==> config.mk <==
export PLATFORM = sky130hd
export DESIGN_NAME = center_box_select_overlap_check
export DESIGN_NICKNAME = d
export VERILOG_FILES = /design/src/design/cbso_pkg.sv /design/src/design/center_box_select_overlap_check.sv /design/src/design/cbso_mul.sv
export SDC_FILE = /design/constraint.sdc
export NUM_CORES = 2
export LEC_CHECK = 0
export ABC_AREA = 1
export BUFFER_PORTS_ARGS = -buffer_cell sky130_fd_sc_hd__buf_4
export CORE_AREA = 10 10 515 265
export CTS_CLUSTER_SIZE = 12
export DETAILED_ROUTE_END_ITERATION = 12
export DIE_AREA = 0 0 525 275
export PLACE_DENSITY = 0.59
export SYNTH_ARGS = -nofsm -noshare
export SYNTH_HDL_FRONTEND = slang
export SYNTH_SLANG_ARGS = --single-unit
==> constraint.sdc <==
create_clock -name clk -period 7.8 [get_ports clk]
set_input_delay 1.56 -clock clk [delete_from_list [all_inputs] [get_ports clk]]
set_output_delay 1.56 -clock clk [all_outputs]
set_load 0.02 [all_outputs]
==> src/design/cbso_pkg.sv <==
// Shared constants for the center box select / overlap check block.
// Register indexes, threshold format and config port sizing.
// No dependencies.
package cbso_pkg;

    // Threshold is unsigned Q16, 17 bits so that 1.0 fits
    localparam int RATE_W    = 17;
    localparam int RATE_FRAC = 16;
    localparam logic [RATE_W-1:0] RATE_RESET = 17'd32768;

    // Register index map
    localparam int CFG_IDX_W = 3;
    typedef enum logic [CFG_IDX_W-1:0] {
        REG_IMAGE_WIDTH  = 3'd0,
        REG_IMAGE_HEIGHT = 3'd1,
        REG_TARGET_X     = 3'd2,
        REG_TARGET_Y     = 3'd3,
        REG_TARGET_W     = 3'd4,
        REG_TARGET_H     = 3'd5,
        REG_MIN_RATE     = 3'd6
    } cfg_reg_t;

    // Reset frame size
    localparam int IMAGE_WIDTH_RESET  = 640;
    localparam int IMAGE_HEIGHT_RESET = 480;

endpackage

==> src/design/center_box_select_overlap_check.sv <==
// A box that does not close the frame keeps the block busy through S_DX, S_DY and S_CMP;
// a closing request with a box goes on through S_AREA, S_OVL, S_THR and S_FIN, one without
// a box to S_AREA (S_FIN if the frame held no box). No request is taken outside S_IDLE. A
// single shared multiplier squares dx, dy and forms the overlap, area and threshold products.
// Reset (rst_n, async, active low) loads the register defaults and clears the frame state.
// Uses cbso_pkg and cbso_mul.
module center_box_select_overlap_check #(
    parameter int COORD_BITS = 12
) (
    input  logic                                   clk,
    input  logic                                   rst_n,
    // configuration
    input  logic                                   cfg_wr_en,
    input  logic [cbso_pkg::CFG_IDX_W-1:0]         cfg_index,
    input  logic [((COORD_BITS > cbso_pkg::RATE_W) ? COORD_BITS
                                                   : cbso_pkg::RATE_W)-1:0] cfg_data,
    // input channel
    input  logic                                   in_valid,
    output logic                                   in_stall,
    input  logic signed [COORD_BITS:0]             box_x,
    input  logic signed [COORD_BITS:0]             box_y,
    input  logic [COORD_BITS-1:0]                  box_w,
    input  logic [COORD_BITS-1:0]                  box_h,
    input  logic                                   box_valid,
    input  logic                                   last_box,
    // output channel
    output logic                                   out_valid,
    input  logic                                   out_stall,
    output logic                                   face_found,
    output logic                                   in_box,
    output logic signed [COORD_BITS:0]             face_x,
    output logic signed [COORD_BITS:0]             face_y,
    output logic [COORD_BITS-1:0]                  face_w,
    output logic [COORD_BITS-1:0]                  face_h
);

    localparam int C     = COORD_BITS;
    localparam int D_W   = C + 3;              // signed center offset
    localparam int AD_W  = C + 2;              // magnitude of offset
    localparam int DW    = 2 * C + 5;          // squared distance
    localparam int MAW   = 2 * C;
    localparam int MBW   = (C + 2 > cbso_pkg::RATE_W) ? C + 2 : cbso_pkg::RATE_W;
    localparam int PW    = MAW + MBW;

    typedef enum logic [2:0] {
        S_IDLE,
        S_DX,
        S_DY,
        S_CMP,
        S_AREA,
        S_OVL,
        S_THR,
        S_FIN
    } state_t;

    state_t state_reg;

    // Configuration registers
    logic [C-1:0]                  image_w_reg, image_h_reg;
    logic [C-1:0]                  tgt_x_reg, tgt_y_reg, tgt_w_reg, tgt_h_reg;
    logic [cbso_pkg::RATE_W-1:0]   rate_reg;

    // Request capture
    logic                          last_reg;
    logic signed [C:0]             cur_x_reg, cur_y_reg;
    logic [C-1:0]                  cur_w_reg, cur_h_reg;
    logic [AD_W-1:0]               adx_reg, ady_reg;

    // Frame state
    logic                          have_best_reg;
    logic [DW-1:0]                 best_dist_reg;
    logic signed [C:0]             best_x_reg, best_y_reg;
    logic [C-1:0]                  best_w_reg, best_h_reg;

    // Work registers
    logic [DW-1:0]                 dx2_reg;
    logic [C-1:0]                  ow_reg, oh_reg;
    logic [MAW-1:0]                area_reg;
    logic [MAW-1:0]                ovl_reg;

    // Output registers
    logic                          out_valid_reg;
    logic                          face_found_reg, in_box_reg;
    logic signed [C:0]             face_x_reg, face_y_reg;
    logic [C-1:0]                  face_w_reg, face_h_reg;

    // Multiplier hookup
    logic                          mul_en;
    logic [MAW-1:0]                mul_a;
    logic [MBW-1:0]                mul_b;
    logic [PW-1:0]                 prod;

    cbso_mul #(
        .A_W (MAW),
        .B_W (MBW)
    ) u_mul (
        .clk (clk),
        .en  (mul_en),
        .a   (mul_a),
        .b   (mul_b),
        .p   (prod)
    );

    // Center offsets in half pixels for the incoming box
    logic signed [D_W-1:0] dx, dy;
    logic [D_W-1:0]        dx_mag, dy_mag;

    always_comb
    begin
        dx = $signed({box_x[C], box_x, 1'b0}) + $signed({3'b000, box_w})
             - $signed({3'b000, image_w_reg});
        dy = $signed({box_y[C], box_y, 1'b0}) + $signed({3'b000, box_h})
             - $signed({3'b000, image_h_reg});
        dx_mag = dx[D_W-1] ? D_W'(-dx) : D_W'(dx);
        dy_mag = dy[D_W-1] ? D_W'(-dy) : D_W'(dy);
    end

    // Overlap spans of the chosen box with the target
    logic signed [D_W-1:0] s1x, e1x, s2x, e2x, lox, hix, dox;
    logic signed [D_W-1:0] s1y, e1y, s2y, e2y, loy, hiy, doy;
    logic [C-1:0]          ow_clamp, oh_clamp;

    always_comb
    begin
        s1x = D_W'(best_x_reg);
        e1x = D_W'(best_x_reg) + $signed({3'b000, best_w_reg});
        s2x = $signed({3'b000, tgt_x_reg});
        e2x = $signed({3'b000, tgt_x_reg}) + $signed({3'b000, tgt_w_reg});
        lox = (s1x > s2x) ? s1x : s2x;
        hix = (e1x < e2x) ? e1x : e2x;
        dox = hix - lox;
        ow_clamp = (dox > 0) ? dox[C-1:0] : '0;

        s1y = D_W'(best_y_reg);
        e1y = D_W'(best_y_reg) + $signed({3'b000, best_h_reg});
        s2y = $signed({3'b000, tgt_y_reg});
        e2y = $signed({3'b000, tgt_y_reg}) + $signed({3'b000, tgt_h_reg});
        loy = (s1y > s2y) ? s1y : s2y;
        hiy = (e1y < e2y) ? e1y : e2y;
        doy = hiy - loy;
        oh_clamp = (doy > 0) ? doy[C-1:0] : '0;
    end

    // Multiplier operand select per step
    always_comb
    begin
        mul_en = 1'b0;
        mul_a  = '0;
        mul_b  = '0;
        case (state_reg)
            S_DX:
            begin
                mul_en = 1'b1;
                mul_a  = MAW'(adx_reg);
                mul_b  = MBW'(adx_reg);
            end
            S_DY:
            begin
                mul_en = 1'b1;
                mul_a  = MAW'(ady_reg);
                mul_b  = MBW'(ady_reg);
            end
            S_AREA:
            begin
                mul_en = 1'b1;
                mul_a  = MAW'(best_w_reg);
                mul_b  = MBW'(best_h_reg);
            end
            S_OVL:
            begin
                mul_en = 1'b1;
                mul_a  = MAW'(ow_reg);
                mul_b  = MBW'(oh_reg);
            end
            S_THR:
            begin
                mul_en = 1'b1;
                mul_a  = area_reg;
                mul_b  = MBW'(rate_reg);
            end
            default:
            begin
                mul_en = 1'b0;
            end
        endcase
    end

    // Distance of the current box and the threshold test
    logic [DW-1:0] dist_sum;
    logic          take_box;
    logic [PW-1:0] ovl_scaled;
    logic          over_thr;

    always_comb
    begin
        dist_sum   = dx2_reg + prod[DW-1:0];
        take_box   = !have_best_reg || (dist_sum < best_dist_reg);
        ovl_scaled = PW'({ovl_reg, {cbso_pkg::RATE_FRAC{1'b0}}});
        over_thr   = ovl_scaled > prod;
    end

    // Result load once the output register is free
    logic out_load;

    assign out_load = (state_reg == S_FIN) && (!out_valid_reg || !out_stall);

    // Sequencer, frame state, config and output registers
    always_ff @(posedge clk or negedge rst_n)
    begin
        if (!rst_n)
        begin
            state_reg      <= S_IDLE;
            image_w_reg    <= C'(cbso_pkg::IMAGE_WIDTH_RESET);
            image_h_reg    <= C'(cbso_pkg::IMAGE_HEIGHT_RESET);
            tgt_x_reg      <= '0;
            tgt_y_reg      <= '0;
            tgt_w_reg      <= '0;
            tgt_h_reg      <= '0;
            rate_reg       <= cbso_pkg::RATE_RESET;
            have_best_reg  <= 1'b0;
            best_dist_reg  <= '0;
            best_x_reg     <= '0;
            best_y_reg     <= '0;
            best_w_reg     <= '0;
            best_h_reg     <= '0;
            out_valid_reg  <= 1'b0;
            face_found_reg <= 1'b0;
            in_box_reg     <= 1'b0;
            face_x_reg     <= '0;
            face_y_reg     <= '0;
            face_w_reg     <= '0;
            face_h_reg     <= '0;
            last_reg       <= 1'b0;
            cur_x_reg      <= '0;
            cur_y_reg      <= '0;
            cur_w_reg      <= '0;
            cur_h_reg      <= '0;
            adx_reg        <= '0;
            ady_reg        <= '0;
            dx2_reg        <= '0;
            ow_reg         <= '0;
            oh_reg         <= '0;
            area_reg       <= '0;
            ovl_reg        <= '0;
        end
        else
        begin
            // register writes
            if (cfg_wr_en)
            begin
                case (cfg_index)
                    cbso_pkg::REG_IMAGE_WIDTH:  image_w_reg <= cfg_data[C-1:0];
                    cbso_pkg::REG_IMAGE_HEIGHT: image_h_reg <= cfg_data[C-1:0];
                    cbso_pkg::REG_TARGET_X:     tgt_x_reg   <= cfg_data[C-1:0];
                    cbso_pkg::REG_TARGET_Y:     tgt_y_reg   <= cfg_data[C-1:0];
                    cbso_pkg::REG_TARGET_W:     tgt_w_reg   <= cfg_data[C-1:0];
                    cbso_pkg::REG_TARGET_H:     tgt_h_reg   <= cfg_data[C-1:0];
                    cbso_pkg::REG_MIN_RATE:
                        rate_reg <= cfg_data[cbso_pkg::RATE_W-1:0];
                    default:
                    begin
                    end
                endcase
            end

            // result loaded, or taken downstream
            if (out_load)
            begin
                out_valid_reg <= 1'b1;
            end
            else if (out_valid_reg && !out_stall)
            begin
                out_valid_reg <= 1'b0;
            end

            case (state_reg)
                S_IDLE:
                begin
                    if (in_valid)
                    begin
                        last_reg  <= last_box;
                        cur_x_reg <= box_x;
                        cur_y_reg <= box_y;
                        cur_w_reg <= box_w;
                        cur_h_reg <= box_h;
                        adx_reg   <= dx_mag[AD_W-1:0];
                        ady_reg   <= dy_mag[AD_W-1:0];
                        if (box_valid)
                        begin
                            state_reg <= S_DX;
                        end
                        else if (last_box)
                        begin
                            state_reg <= have_best_reg ? S_AREA : S_FIN;
                        end
                    end
                end
                S_DX:
                begin
                    state_reg <= S_DY;
                end
                S_DY:
                begin
                    dx2_reg   <= prod[DW-1:0];
                    state_reg <= S_CMP;
                end
                S_CMP:
                begin
                    // earlier box wins a tie
                    if (take_box)
                    begin
                        have_best_reg <= 1'b1;
                        best_dist_reg <= dist_sum;
                        best_x_reg    <= cur_x_reg;
                        best_y_reg    <= cur_y_reg;
                        best_w_reg    <= cur_w_reg;
                        best_h_reg    <= cur_h_reg;
                    end
                    state_reg <= last_reg ? S_AREA : S_IDLE;
                end
                S_AREA:
                begin
                    ow_reg    <= ow_clamp;
                    oh_reg    <= oh_clamp;
                    state_reg <= S_OVL;
                end
                S_OVL:
                begin
                    area_reg  <= prod[MAW-1:0];
                    state_reg <= S_THR;
                end
                S_THR:
                begin
                    ovl_reg   <= prod[MAW-1:0];
                    state_reg <= S_FIN;
                end
                S_FIN:
                begin
                    // load result once the output register is free
                    if (out_load)
                    begin
                        face_found_reg <= have_best_reg;
                        in_box_reg     <= have_best_reg && over_thr;
                        face_x_reg     <= have_best_reg ? best_x_reg : '0;
                        face_y_reg     <= have_best_reg ? best_y_reg : '0;
                        face_w_reg     <= have_best_reg ? best_w_reg : '0;
                        face_h_reg     <= have_best_reg ? best_h_reg : '0;
                        have_best_reg  <= 1'b0;
                        best_dist_reg  <= '0;
                        best_x_reg     <= '0;
                        best_y_reg     <= '0;
                        best_w_reg     <= '0;
                        best_h_reg     <= '0;
                        state_reg      <= S_IDLE;
                    end
                end
                default:
                begin
                    state_reg <= S_IDLE;
                end
            endcase
        end
    end

    assign in_stall   = (state_reg != S_IDLE);
    assign out_valid  = out_valid_reg;
    assign face_found = face_found_reg;
    assign in_box     = in_box_reg;
    assign face_x     = face_x_reg;
    assign face_y     = face_y_reg;
    assign face_w     = face_w_reg;
    assign face_h     = face_h_reg;

endmodule

==> src/design/cbso_mul.sv <==
// Shared unsigned multiplier with a registered product.
// Holds its product while the enable is low.
// No dependencies.
module cbso_mul #(
    parameter int A_W = 24,
    parameter int B_W = 17
) (
    input  logic                 clk,
    input  logic                 en,
    input  logic [A_W-1:0]       a,
    input  logic [B_W-1:0]       b,
    output logic [A_W+B_W-1:0]   p
);

    logic [A_W+B_W-1:0] p_reg;

    // One product per enabled cycle
    always_ff @(posedge clk)
    begin
        if (en)
        begin
            p_reg <= (A_W+B_W)'(a) * (A_W+B_W)'(b);
        end
    end

    assign p = p_reg;

endmodule

* Word level (Yosys, flattened, before mapping)
Index checks and enable logic that the tools add are counted.
** Word-level totals
- Bits in registers :: 446
** Operators by class
- Reduce and logical (&&, ||, !) cells :: 25
- Mux-type cells :: 40
- Multipliers :: 1
- Equality and inequality tests :: 17
- Magnitude comparators :: 8
- Add/sub/neg operators :: 13
** Operator list (number)
- 24-bit case mux with 5 select lines :: 1
- 17-bit case mux with 5 select lines :: 1
- 12-bit two-way mux :: 7
- 13-bit two-way mux :: 5
- 15-bit two-way mux :: 4
- 29-bit two-way mux :: 2
- 29-bit case mux with 2 select lines :: 1
- 13-bit case mux with 2 select lines :: 2
- 12-bit case mux with 2 select lines :: 2
- 40-bit by 41-bit greater-than comparator with 1-bit output :: 1
- 24-bit by 17-bit multiplier with 41-bit output :: 1
- 14-bit by 13-bit adder with 15-bit output :: 2
- 15-bit by 1-bit greater-than comparator with 1-bit output, second input constant :: 2
- 15-bit by 13-bit subtractor with 15-bit output :: 2
- 15-bit subtractor :: 2
- 29-bit adder :: 1
- 29-bit < comparator :: 1
- 13-bit by 13-bit adder with 14-bit output :: 2
- 14-bit < comparator :: 2
- 14-bit two-way mux :: 2
- 14-bit negator :: 2
- 12-bit by 12-bit adder with 13-bit output :: 2
- 13-bit greater-than comparator :: 2
- 3-bit case mux with 8 select lines :: 1
- 18 further kinds :: 54

* Longest topological paths before layout
- Depth in word-level cells :: 6
- Mapped depth :: 41
- Gate-level depth less buffers :: 39

* Hierarchy
A second synthesis with hierarchy kept.
** Second synthesis, totals
- Cell total of the unflattened synthesis :: 5811
- Area total of the unflattened synthesis :: 43266.5 µm²
** Modules (own cells, without submodules)
- center_box_select_overlap_check :: cells an instance 3784, seq. area each 10143.5 µm², times used 1, area an instance 27925.5 µm²
- cbso_mul :: cells an instance 2027, seq. area each 1231.2 µm², times used 1, area an instance 15341.0 µm²

* Least setup slack after synthesis
No wires, ideal clock.
- Path kind :: reg2reg
- From :: register state_reg[1]
- To :: register u_mul.p_reg[32] (netlist: u_mul.p[32]), data pin
- Required time :: 7535 ps
- Arrival :: 6698 ps
- Period minus slack after synthesis :: 6963 ps
- Setup slack :: 837 ps
- Cell stages (with the launch flop) :: 32
- Buffers on the path :: 2
- Cells stage by stage :: dfrtp_1 -> inv_1 -> ha_1 -> buf_2 -> nand2_1 -> inv_2 -> nor3_4 -> inv_2 -> nand2_1 -> inv_1 -> buf_4 -> nand2_1 -> fa_1 -> inv_1 -> fa_1 -> inv_1 -> fa_1 -> inv_1 -> fa_1 -> fa_1 -> inv_1 -> fa_1 -> inv_1 -> ha_1 -> a21oi_1 -> a21boi_0 -> nand2_1 -> nand2_1 -> nand2_1 -> a21oi_1 -> o21ai_0 -> xor2_1
** Between the ends
- Word-level cells in the longest chain between the ends :: 3
** Ends and longest elaborated chain
- from (decl) :: line center_box_select_overlap_check.sv:56 : state_t state_reg;
- from (signal assigned) :: line center_box_select_overlap_check.sv:294 : state_reg <= have_best_reg ? S_AREA : S_FIN;
- from (signal assigned) :: line center_box_select_overlap_check.sv:319 : state_reg <= last_reg ? S_AREA : S_IDLE;
- 3-bit equality test, or another cell as far along :: line center_box_select_overlap_check.sv:150 : case (state_reg)
- 24-bit case mux with 5 select lines or 17-bit case mux with 5 select lines (tied branches) :: line center_box_select_overlap_check.sv:150
- 24-bit by 17-bit multiplier with 41-bit output * :: line cbso_mul.sv:22 : p_reg <= (A_W+B_W)'(a) * (A_W+B_W)'(b);
- to (signal assigned) :: line cbso_mul.sv:22
- to (decl) :: line cbso_mul.sv:15 : logic [A_W+B_W-1:0] p_reg;
Every way passes the cells marked *; elsewhere a longest branch is shown, timed or not.
A chain may end at the register's enable or synchronous reset.

* Worst setup path in the final report
- From :: register state_reg[1]
- To :: register u_mul.p_reg[39] (netlist: u_mul.p[39]), data pin
Same word-level chain as after synthesis.

==> metrics.txt <==
status=finished clean; layout cells sized above 1=8.117%; largest net degree at the start of global routing=157; Post-CTS Hold Fix Bufs=0; top cells by area, synth=dfrtp_1 (24%), fa_1 (17%), nand2_1 (13%); Total Wirelength=168100 um; CP top delay family=adder cells; all-layer global routing usage=22.66%; vias per cell=5.135; final core occ=36.93%; number of synthesized flops with an enable pin=41; area of the multi-input gates=around 0.026 mm^2; Cell Pwr Density=450.8 mW/mm^2; DRT Pass-1 Iters=6; Filler cells=13424; fmax=about 0.13 GHz; #FFs+latches synth=446; FP Rows=93; share of the synthesized area in the top cell type=about a quarter; die width=around 530 um; max FFs per register=41; CP arrival=8010 ps; CTS max path bufs=3; Post-synth top cells=nand2_1 (1454), inv_1 (993), o21ai_0 (432), dfrtp_1 (398), nor2_1 (381); Cell Int Power=9.152 mW; Synth Instances=approximately 5400; total power=21.25 mW; synthesized area=0.04187 mm^2; Max Cap Viol=0; Synth area leader=dfrtp_1; worst hold path type=reg -> reg; CTS Sinks=446; Final Net Count=around 6400; CP bufs+invs=10; Crit-path slowest cell=fa_1; top-count cell post-synth=nand2_1; Port Buffers=130; first-pass GRT wire length=244900 um; GP Congestion=1.025; RSZ-0062 raised after global routing=true; minimum clock period=7663 ps; vias in the first global route=~36000; Final period util=98.25%; grt total ovfl=0; Clock H-tree levels=2; clk slew on worst S/H paths=70 ps; Comb power frac=70.4%; depth of the worst hold-timing path=2; average size of a mapped cell=7.719 um^2; Clk pwr share=10.0%; CTS tree=yes; ys async rst share=between 90% and 100%; max-slew violations=0; Syn. warnings=0; initial antenna violation count=13; Synth Flop Type=dfrtp_1; Num CTS Buffers=44; wire per inst=22.81 um; Sequential Area=0.01138 mm^2; sequential share of power=19.7%; critical path depth in cells=32; crit start category=flop; final setup margin=136.6 ps; critical path class=reg -> reg; Synth-to-Final Area Change=12.58%; Worst-Margin Slew=1213 ps; Crit Path Max Fanout=9; die height=275 um; residual DRC count=0; Routed Antenna Nets=0; DP HPWL=141500 um; Clock Skew=31.41 ps; core area=0.1276 mm^2; r2r worst-path depth=32; switching pwr=12.10 mW; routed via count=37837; Initial Util=32.80%; Netlist cell types=64; CTS root buf=clkbuf_16; worst vdd ir=0.2745 mV; Slew headroom=18.97%; pre-CTS setup slack=-15.05 ps; I/O pins=roughly 130; number of DRC markers in iteration 0=4910; slowest stage delay, CP=540 ps; post-synthesis sequential area ratio=27.17%; Final Hold Violating Endpoints=0; full die area=about 0.14 mm^2; Setup-failing EPs final=0; WP data required=slightly above 8000 ps; clk_lat worst skew=610 ps; hold_ws=479.9 ps; Leakage=24.33 nW; Sw Share=56.93%; CP Capture Type=flop
what timing repair did:
item                                    in CTS  in global routing
gates resized for setup                      1                 34
buffers inserted                             0                  5
cloned                                       0                  1
pin swaps                                    0                  4
endpoints found under the setup margin       1                 23
path summary, 6_finish.rpt:
check                      slack (ps)                end         startpoint
min in group asynchronous        1040       tgt_x_reg[3]              rst_n
max in group asynchronous        5190       state_reg[2]              rst_n
max                               140        u_mul.p[39]       state_reg[1]
max reg2reg                       140        u_mul.p[39]       state_reg[1]
min reg2reg                       480  best_dist_reg[25]  best_dist_reg[25]
min                               480  best_dist_reg[25]  best_dist_reg[25]
cells by family (layout without fill, tap and decap cells):
logic type,after synthesis,in the layout,share of synthesized area [%]
fa+ha+maj,715,715,27.82
xor+xnor,115,115,2.406
compound gates,823,823,10.97
mux,3,3,0.08068
simple gates,2152,2152,20.70
other cells,1,7,0.008957
flops,446,446,27.17
buf+inv,1169,1397,10.85
metal layers:
layer | GRT usage [%] | wire, um | vias up
li1 | - | - | 17347
met1 | 37.99 | 86860 | 18429
met2 | 24.32 | 51580 | 1947
met3 | 11.52 | 28260 | 110
met4 | 1.808 | 1347 | 4
met5 | 0 | 40 | -
final cells by class:
class	instances	share of cell area, %
Multi-Input combinational cell	3812	55.30
Clock buffer	69	2.665
Antenna cell	3	0.01593
Inverter	1018	8.136
Clock inverter	2	0.02123
Timing Repair Buffer	308	5.195
Sequential cell	446	24.13
Tap cell	1710	4.539
power by group through the flow:
stage	combinational (mW)	clock, mW	sequential [mW]
after floorplan	9.33	0	3.90
after global placement	14.2	0	4.17
after detailed placement	14.3	0	4.17
after CTS	14.4	2.13	4.13
after global routing	16.5	2.23	4.25
final	14.9	2.11	4.18
cells in the final DEF, fill, tap and decap left out, types with 8 or more instances in the layout:
cell       instances
a211oi_1          20
a211oi_2           9
a21oi_1          207
a22o_1            29
buf_12             9
buf_4            294
clkbuf_1          20
clkbuf_16         45
dfrtp_1          397
edfxtp_1          41
fa_1             360
ha_1             353
inv_1            990
inv_2             20
nand2_1         1452
nand3_1          180
nand3b_1          15
nand4_1           49
nor2_1           378
nor2_2            10
nor3_1            35
o211ai_1           8
o21ai_0          431
o21ai_1           50
o21bai_1          10
xnor2_1           32
xor2_1            82
worst min-delay path, stage by stage, from the launching register on:
cell     delay, ps
dfrtp_1        340
nand2_1         50
nand2_1         50
through the flow:
step,area (um^2),setup TNS (ps),instances
finish,47140,0,7368
global route,47130,-74.20,7365
CTS,46980,0,7359
detailed placement,45710,-15.05,7288
global placement,45710,0,7288
floorplan,41880,0,5427
(Power assumes the default switching activity.)
